## config.mk

```make
export PLATFORM = sky130hd
export DESIGN_NAME = decimal_lcd_segment_writer
export DESIGN_NICKNAME = d
export VERILOG_FILES = /design/src/dlsw_pkg.sv /design/src/dlsw_digit_pipe.sv /design/src/decimal_lcd_segment_writer.sv
export SDC_FILE = /design/constraint.sdc
export NUM_CORES = 1
export LEC_CHECK = 0
export BUFFER_PORTS_ARGS = -buffer_cell sky130_fd_sc_hd__buf_2
export CAP_MARGIN = 20
export CELL_PAD_IN_SITES_DETAIL_PLACEMENT = 1
export CELL_PAD_IN_SITES_GLOBAL_PLACEMENT = 2
export CORE_ASPECT_RATIO = 0.8
export CORE_MARGIN = 8
export CORE_UTILIZATION = 45
export CTS_CLUSTER_SIZE = 30
export DETAILED_ROUTE_END_ITERATION = 8
export PLACE_DENSITY_LB_ADDON = 0.05
export SLEW_MARGIN = 30
export SYNTH_ARGS = -nofsm -noshare
export SYNTH_HDL_FRONTEND = slang
export SYNTH_SLANG_ARGS = --single-unit
```

## constraint.sdc

```tcl
create_clock -name clk -period 11.8 [get_ports clk]
set_input_delay 1.77 -clock clk [delete_from_list [all_inputs] [get_ports clk]]
set_output_delay 1.77 -clock clk [all_outputs]
set_load 0.01 [all_outputs]
```

## src/dlsw_pkg.sv

```systemverilog
`timescale 1ns / 1ps
`default_nettype none

package dlsw_pkg;

    localparam int FRAME_BITS = 49;
    localparam logic [5:0] LAST_BIT_CNT = 6'(FRAME_BITS - 1);

    localparam logic [2:0] WRITE_ID    = 3'b101;
    localparam logic [7:0] MARK_PRESET = 8'h30;
    localparam logic [7:0] MARK_ACTUAL = 8'h20;
    localparam logic [7:0] POINT_SEG   = 8'h01;
    localparam logic [15:0] TEMP_MAX   = 16'd9999;

    localparam logic CMD_NUMBER = 1'b0;
    localparam logic CMD_TEMP   = 1'b1;

    typedef struct packed {
        logic        cmd;
        logic [5:0]  addr;
        logic        mark;
        logic [15:0] rem;
        logic [3:0]  d4;
        logic [3:0]  d3;
        logic [3:0]  d2;
        logic [3:0]  d1;
    } dlsw_item_t;

    typedef struct packed {
        logic [3:0]  digit;
        logic [15:0] rem;
    } dlsw_split_t;

    typedef struct packed {
        logic                    valid;
        logic [FRAME_BITS-1:0]   bits;
    } dlsw_frame_t;

    // Take one decimal digit of weight unit off v; v is below ten units.
    function automatic dlsw_split_t digit_split(input logic [15:0] v,
                                                input logic [16:0] unit);
        dlsw_split_t r;
        logic [3:0]  d;
        d = 4'd0;
        for (int k = 1; k < 10; k++) begin
            if ({1'b0, v} >= 17'(k) * unit) begin
                d = 4'(k);
            end
        end
        r.digit = d;
        r.rem   = v - 16'({13'd0, d} * unit);
        return r;
    endfunction

    function automatic logic [7:0] glyph(input logic [3:0] d);
        logic [7:0] g;
        unique case (d)
            4'd0:    g = 8'hbe;
            4'd1:    g = 8'h06;
            4'd2:    g = 8'h7c;
            4'd3:    g = 8'h5e;
            4'd4:    g = 8'hc6;
            4'd5:    g = 8'hda;
            4'd6:    g = 8'hfa;
            4'd7:    g = 8'h0e;
            4'd8:    g = 8'hfe;
            4'd9:    g = 8'hde;
            default: g = 8'h00;
        endcase
        return g;
    endfunction

endpackage

`default_nettype wire

```

## src/dlsw_digit_pipe.sv

```systemverilog
`timescale 1ns / 1ps
`default_nettype none

module dlsw_digit_pipe
(
    input  wire logic               clk,
    input  wire logic               rst_n,
    input  wire logic               enable,
    input  wire logic               in_valid,
    output logic                    in_ready,
    input  wire logic               in_cmd,
    input  wire logic [5:0]         in_addr,
    input  wire logic [15:0]        in_value,
    input  wire logic               in_mark,
    output dlsw_pkg::dlsw_frame_t   frame,
    input  wire logic               frame_ready
);

    logic                    v_reg [0:3];
    dlsw_pkg::dlsw_item_t    st_reg [0:3];
    dlsw_pkg::dlsw_item_t    st_next [0:3];
    logic                    fv_reg;
    logic [dlsw_pkg::FRAME_BITS-1:0] fb_reg;
    logic [dlsw_pkg::FRAME_BITS-1:0] fb_next;
    logic                    adv [0:4];
    logic [15:0]             sat_value;
    dlsw_pkg::dlsw_split_t   sp0;
    dlsw_pkg::dlsw_split_t   sp1;
    dlsw_pkg::dlsw_split_t   sp2;
    dlsw_pkg::dlsw_split_t   sp3;
    logic [7:0]              b0;
    logic [7:0]              b1;
    logic [7:0]              b2;
    logic [7:0]              b3;
    logic [7:0]              b4;

    // A stage moves on when it is empty or its successor moves on.
    always_comb
    begin
        adv[4] = !fv_reg || frame_ready;
        for (int i = 3; i >= 0; i--) begin
            adv[i] = !v_reg[i] || adv[i+1];
        end
    end

    assign in_ready = adv[0];

    always_comb
    begin
        // Stage 1: saturate in temperature mode, take the ten-thousands digit.
        sat_value = in_value;
        if (in_cmd == dlsw_pkg::CMD_TEMP && in_value > dlsw_pkg::TEMP_MAX) begin
            sat_value = dlsw_pkg::TEMP_MAX;
        end
        sp0 = dlsw_pkg::digit_split(sat_value, 17'd10000);
        st_next[0]      = '0;
        st_next[0].cmd  = in_cmd;
        st_next[0].addr = in_addr;
        st_next[0].mark = in_mark;
        st_next[0].rem  = sp0.rem;
        st_next[0].d4   = sp0.digit;

        // Stages 2 to 4: thousands, hundreds, then tens with units left over.
        sp1 = dlsw_pkg::digit_split(st_reg[0].rem, 17'd1000);
        st_next[1]     = st_reg[0];
        st_next[1].rem = sp1.rem;
        st_next[1].d3  = sp1.digit;

        sp2 = dlsw_pkg::digit_split(st_reg[1].rem, 17'd100);
        st_next[2]     = st_reg[1];
        st_next[2].rem = sp2.rem;
        st_next[2].d2  = sp2.digit;

        sp3 = dlsw_pkg::digit_split(st_reg[2].rem, 17'd10);
        st_next[3]     = st_reg[2];
        st_next[3].rem = sp3.rem;
        st_next[3].d1  = sp3.digit;
    end

    // Stage 5: map digits to segment bytes and build the frame.
    always_comb
    begin
        if (st_reg[3].cmd == dlsw_pkg::CMD_TEMP) begin
            b0 = dlsw_pkg::glyph(st_reg[3].d3);
            b1 = dlsw_pkg::glyph(st_reg[3].d2) | dlsw_pkg::POINT_SEG;
            b2 = dlsw_pkg::glyph(st_reg[3].d1);
            b3 = dlsw_pkg::glyph(st_reg[3].rem[3:0]);
            b4 = st_reg[3].mark ? dlsw_pkg::MARK_PRESET : dlsw_pkg::MARK_ACTUAL;
        end else begin
            b0 = dlsw_pkg::glyph(st_reg[3].d4);
            b1 = dlsw_pkg::glyph(st_reg[3].d3);
            b2 = dlsw_pkg::glyph(st_reg[3].d2);
            b3 = dlsw_pkg::glyph(st_reg[3].d1);
            b4 = dlsw_pkg::glyph(st_reg[3].rem[3:0]);
        end
        fb_next = {dlsw_pkg::WRITE_ID, st_reg[3].addr, b0, b1, b2, b3, b4};
    end

    // Valid bits: drop requests at the entry while the display is off.
    always_ff @(posedge clk or negedge rst_n)
    begin
        if (!rst_n) begin
            for (int i = 0; i < 4; i++) begin
                v_reg[i] <= 1'b0;
            end
            fv_reg <= 1'b0;
        end else begin
            if (adv[0]) begin
                v_reg[0] <= in_valid && enable;
            end
            for (int i = 1; i < 4; i++) begin
                if (adv[i]) begin
                    v_reg[i] <= v_reg[i-1];
                end
            end
            if (adv[4]) begin
                fv_reg <= v_reg[3];
            end
        end
    end

    always_ff @(posedge clk)
    begin
        for (int i = 0; i < 4; i++) begin
            if (adv[i]) begin
                st_reg[i] <= st_next[i];
            end
        end
        if (adv[4]) begin
            fb_reg <= fb_next;
        end
    end

    assign frame.valid = fv_reg;
    assign frame.bits  = fb_reg;

endmodule

`default_nettype wire

```

## src/decimal_lcd_segment_writer.sv

```systemverilog
`timescale 1ns / 1ps
`default_nettype none

// Decimal LCD segment writer.
// s_axis carries one display request per transfer: tdata holds ram_address,
// value and preset_mark; tuser holds cmd (0 number, 1 temperature).
// m_axis carries the serial write frame one bit per transfer, MSB first:
// write ID, 6-bit RAM address, five segment bytes, 49 transfers in all,
// with tlast on the final bit. cfg_valid/cfg_data sets display_enabled;
// write it only while no frame is pending. While it is 0, requests are
// taken and dropped without output.
// Path: a request passes four digit stages and one glyph/frame stage,
// then loads into the serializer, which sends one bit per cycle while
// m_axis_tready is high; requests are taken no faster than frames leave,
// and the pipeline holds up to five further requests meanwhile.
// Reset clears all valid bits, serializer busy/counter and display_enabled.
// When the receiver stalls, the current bit holds on m_axis and the
// pipeline behind it fills and then deasserts s_axis_tready; nothing is
// lost or repeated.

module decimal_lcd_segment_writer
(
    input  wire logic        clk,
    input  wire logic        rst_n,
    input  wire logic        s_axis_tvalid,
    output logic             s_axis_tready,
    // [5:0] ram_address, [21:6] value, [22] preset_mark, [23] zero
    input  wire logic [23:0] s_axis_tdata,
    // [0] cmd
    input  wire logic        s_axis_tuser,
    output logic             m_axis_tvalid,
    input  wire logic        m_axis_tready,
    // [0] serial_bit, [7:1] zero
    output logic [7:0]       m_axis_tdata,
    output logic             m_axis_tlast,
    input  wire logic        cfg_valid,
    output logic             cfg_ready,
    input  wire logic        cfg_data
);

    logic                  enabled_reg;
    dlsw_pkg::dlsw_frame_t frame;
    logic                  frame_ready;
    logic                  busy_reg;
    logic                  busy_next;
    logic [5:0]            cnt_reg;
    logic [5:0]            cnt_next;
    logic [dlsw_pkg::FRAME_BITS-1:0] sh_reg;
    logic [dlsw_pkg::FRAME_BITS-1:0] sh_next;
    logic                  last_bit;
    logic                  out_xfer;

    // Configuration register: always ready.
    assign cfg_ready = 1'b1;

    always_ff @(posedge clk or negedge rst_n)
    begin
        if (!rst_n) begin
            enabled_reg <= 1'b0;
        end else if (cfg_valid) begin
            enabled_reg <= cfg_data;
        end
    end

    dlsw_digit_pipe u_pipe
    (
        .clk         (clk),
        .rst_n       (rst_n),
        .enable      (enabled_reg),
        .in_valid    (s_axis_tvalid),
        .in_ready    (s_axis_tready),
        .in_cmd      (s_axis_tuser),
        .in_addr     (s_axis_tdata[5:0]),
        .in_value    (s_axis_tdata[21:6]),
        .in_mark     (s_axis_tdata[22]),
        .frame       (frame),
        .frame_ready (frame_ready)
    );

    // Serializer: shift register plus bit counter; load the next frame
    // on the same edge the last bit of the current one transfers.
    assign last_bit    = (cnt_reg == dlsw_pkg::LAST_BIT_CNT);
    assign out_xfer    = busy_reg && m_axis_tready;
    assign frame_ready = !busy_reg || (out_xfer && last_bit);

    always_comb
    begin
        busy_next = busy_reg;
        cnt_next  = cnt_reg;
        sh_next   = sh_reg;
        if (frame_ready && frame.valid) begin
            busy_next = 1'b1;
            cnt_next  = 6'd0;
            sh_next   = frame.bits;
        end else if (out_xfer) begin
            if (last_bit) begin
                busy_next = 1'b0;
            end else begin
                cnt_next = cnt_reg + 6'd1;
                sh_next  = {sh_reg[dlsw_pkg::FRAME_BITS-2:0], 1'b0};
            end
        end
    end

    always_ff @(posedge clk or negedge rst_n)
    begin
        if (!rst_n) begin
            busy_reg <= 1'b0;
            cnt_reg  <= 6'd0;
        end else begin
            busy_reg <= busy_next;
            cnt_reg  <= cnt_next;
        end
    end

    always_ff @(posedge clk)
    begin
        sh_reg <= sh_next;
    end

    assign m_axis_tvalid = busy_reg;
    assign m_axis_tdata  = {7'd0, sh_reg[dlsw_pkg::FRAME_BITS-1]};
    assign m_axis_tlast  = last_bit;

    // A frame never breaks off before its last bit.
    a_frame_continues: assert property (@(posedge clk) disable iff (!rst_n)
        (m_axis_tvalid && m_axis_tready && !m_axis_tlast) |=> m_axis_tvalid)
        else $error("frame ended before its last bit");

    // Every frame opens with the leading one of the write ID.
    a_frame_head: assert property (@(posedge clk) disable iff (!rst_n)
        (busy_reg && cnt_reg == 6'd0) |-> m_axis_tdata[0])
        else $error("frame does not start with the write ID");

    // An idle serializer lets the whole pipeline move.
    a_idle_ready: assert property (@(posedge clk) disable iff (!rst_n)
        !busy_reg |-> s_axis_tready)
        else $error("input stalled while the serializer is idle");

endmodule

`default_nettype wire
```

==> results.py <==
metrics = {
    "run_status": {
        "status": "complete, no violations",
    },
    "synth": {
        "seq_area_frac_synth_pct": 53.6,
        "synth_enable_flop_cells": 210,
        "yosys_warnings": 0,
        "postSynthCellCount": 1132,
        "netlist_area_sq_um": 12400,
        "yosysUniqueCellTypes": 72,
        "avgSynthCellArea_sq_um": 10.9,
        "synthArstFlopShare_pct": 5.83,
        "ys_seq_elements": 223,
        "synthFlopType": "edfxtp_1",
    },
    "worst_setup_path": {
        "worstSetupPathType": "in2reg",
        "crit_fanout": 13,
        "r2r_setup_slack_ns": 6.00,
        "cp-start-kind": "primary input",
        "timing.rr.end": "u_pipe.st_reg[2][30]",
        "critPathArrivalTime_ns": 6.43,
        "worstPathRequired_ns": 12.07,
        "worst-r2r-cell-count": 20,
        "worstSetupEndpointType": "flop",
        "r2r_start": "u_pipe.st_reg[1][30]",
    },
    "min_path": {
        "hp-start": "u_pipe.st_reg[3][37]",
        "whs_path_depth": 0,
        "hold_path_class": "reg2reg",
        "worstHoldEndpoint": "u_pipe.fb_reg[44]",
    },
    "power_and_ir_drop": {
        "ir_drop_uv": 96.0,
        "p_sw_share_pct": 23.4,
        "clockPowerShare_pct": 41.2,
        "power_density_nw_per_um2": 135,
        "p_leak_nw": 5.49,
        "internal_power_w": 0.00142,
        "p_sw_w": 0.000432,
        "comb_power_share_pct": 9.8,
        "p_seq_share_pct": 49.0,
    },
    "clock_tree": {
        "clock-root-buffer": "clkbuf_16",
        "cts_htree_levels": 1,
        "clock_latency_ns": 0.53,
        "clkSinkCount": 223,
        "path_clk_slew_ns": 0.06,
        "cts_made_buffers": 25,
        "hold_buffers": 0,
        "clock_path_buffers": 3,
        "cts_setup_buffers": 0,
        "cts_tree": "yes",
        "cts_resized": 0,
    },
    "floorplan": {
        "die_x_microns": 201,
        "rows": 54,
        "dieArea_sq_um": 33100,
        "start_util_pct": 45.5,
        "io_pins": 43,
        "die_h_microns": 164,
        "core_area_sq_um": 27200,
    },
    "sta": {
        "finalMaxSlewViolations": 0,
        "setup-tns-final_ns": 0,
        "final_hold_viol_count": 0,
        "rsz0062_at_grt": "no",
        "worstMarginPinSlew_ns": 0.738,
        "slew-limit-headroom_pct": 50.6,
        "report.final.setup_viol": 0,
        "worst_slack_ns": 5.64,
        "fin_crit_ns": 6.16,
        "min_period_over_period_pct": 52.2,
        "fmax_mhz": 162,
        "fin_skew_ns": 0.0121,
    },
    "finish": {
        "n_antenna_cell": 0,
        "area_delta_synth_final_pct": 10.8,
        "largest_reg_flops": 120,
        "fin_area_sq_um": 13700,
        "drive_gt1_share_pct": 9.28,
        "nets": 1303,
    },
    "flow_run": {
        "cap_violations": 0,
    },
    "global_route": {
        "grt_pass1_vias": 8089,
        "overflow": 0,
        "grt_pass1_wl_microns": 42700,
        "grt_util_all_layers_pct": 15.6,
        "antenna_found_initial": 0,
        "grt_max_degree": 55,
    },
    "routing": {
        "viasPerCell": 5.14,
        "wl_per_cell_microns": 16.8,
        "vias": 7968,
        "first_iter_violations": 345,
        "firstDrtPassIters": 4,
        "ant_nets": 0,
        "drc_errors": 0,
        "routed_wl_microns": 26000,
    },
    "placed_design": {
        "postPlaceCellArea_sq_um": 12900,
        "dp_hpwl_microns": 18600,
        "numPortBuffers": 33,
        "place_ws_ns": 5.06,
        "place_congestion": 0.794,
    },
}
## worst max-delay path by stage
| stage | from | to | slack, ns | cells after the start |
|---|---|---|---|---|
| finish | s_axis_tdata[19] | u_pipe.st_reg[0][31] | 5.64 | 22 |
| global placement | s_axis_tdata[19] | u_pipe.st_reg[0][31] | 5.12 | 22 |
| CTS | s_axis_tdata[19] | u_pipe.st_reg[0][31] | 5.62 | 22 |
| global route | s_axis_tdata[13] | u_pipe.st_reg[0][31] | 5.29 | 22 |
| detailed placement | s_axis_tdata[19] | u_pipe.st_reg[0][31] | 5.06 | 22 |
| floorplan | s_axis_tdata[13] | u_pipe.st_reg[0][31] | 6.08 | 21 |
## cell type report
| class | count | area [sq um] |
|---|---|---|
| Tap cell | 364 | 455 |
| Clock inverter | 13 | 135 |
| Multi-Input combinational cell | 794 | 5280 |
| Fill cell | 3002 | 13500 |
| Timing Repair Buffer | 41 | 225 |
| Sequential cell | 223 | 6630 |
| Inverter | 81 | 304 |
| Clock buffer | 33 | 676 |
## power groups by stage
| stage | combinational, W | sequential, W | clock (W) |
|---|---|---|---|
| global route | 0.000205 | 0.000908 | 0.000813 |
| finish | 0.000181 | 0.000906 | 0.000762 |
| floorplan | 0.000140 | 0.000918 | 0 |
| global placement | 0.000177 | 0.000922 | 0 |
| detailed placement | 0.000182 | 0.000923 | 0 |
| CTS | 0.000183 | 0.000907 | 0.000786 |
## placed cells by master (no fill, tap or decap), types with 6 or more instances in the layout
cell type and instances:
edfxtp_1 210, nand2_1 181, nor2_1 96, ha_1 92, inv_1 79, a21oi_1 74
o21ai_0 43, buf_2 33, xnor2_1 27, xor2_1 26, nand2b_1 25, clkbuf_16 25
nand3_1 16, a21o_1 16, fa_1 14, dfrtp_1 13, nor2b_1 12, nor3_1 12
mux2i_1 12, and2_1 11, or2_2 10, a31oi_1 8, nand4_1 8, conb_1 8
buf_4 8, or3_1 6, a21boi_0 6, clkbuf_1 6
## cell families (layout without fill, tap and decap cells)
logic type,count (synthesis),in the layout,share of synthesized area (%)
compound gates,209,209,10.9
xor+xnor,53,53,3.75
fa+ha+maj,106,106,11.6
buf+inv,121,168,4.07
flops,223,223,53.6
mux,17,17,1.43
other cells,2,8,0.0607
simple gates,401,401,14.6
## cell usage after synthesis (11+ instances only)
master    instances  area [sq um]
edfxtp_1        210          6310
nand2_1         182           683
nor2_1           96           360
ha_1             92          1150
inv_1            80           300
a21oi_1          75           375
o21ai_0          43           215
xnor2_1          27           236
xor2_1           26           228
nand2b_1         25           156
clkbuf_1         23          86.3
a21o_1           16           120
nand3_1          16          80.1
fa_1             14           280
dfrtp_1          13           325
nor2b_1          13          81.3
mux2i_1          12           120
nor3_1           12          60.1
and2_1           11          68.8
## layer usage
layer | routed length, microns | GRT usage, %
met1 | 13200 | 22.2
met2 | 11600 | 25.2
met3 | 715 | 1.97
met4 | 450 | 3.18
met5 | 0 | 0
## critical path, stage by stage
cell	delay [ns]
buf_2	0.19
nand4_1	0.15
o211ai_2	0.33
nand2_2	0.30
nand4_1	0.19
o21ai_1	0.24
inv_1	0.27
a31oi_1	0.13
or2_1	0.28
fa_1	0.54
inv_1	0.04
ha_1	0.26
inv_1	0.04
ha_1	0.36
inv_1	0.13
a2111o_1	0.13
o211ai_1	0.14
a2111oi_4	0.40
o21bai_2	0.10
a21oi_2	0.19
o21ai_1	0.10
xnor2_1	0.13
## per-stage QoR
stage          total power, W  util, %  hold slack [ns]  cells
6_report              0.00185     50.5            0.411   1549
4_1_cts               0.00188     50.5            0.413   1549
2_1_floorplan         0.00106        -            0.400   1138
5_1_grt               0.00193     50.5            0.424   1549
3_5_place_dp          0.00110     47.5            0.406   1503
3_3_place_gp          0.00110     47.5            0.400   1503
No activity file was read; power rests on OpenSTA's default activity.
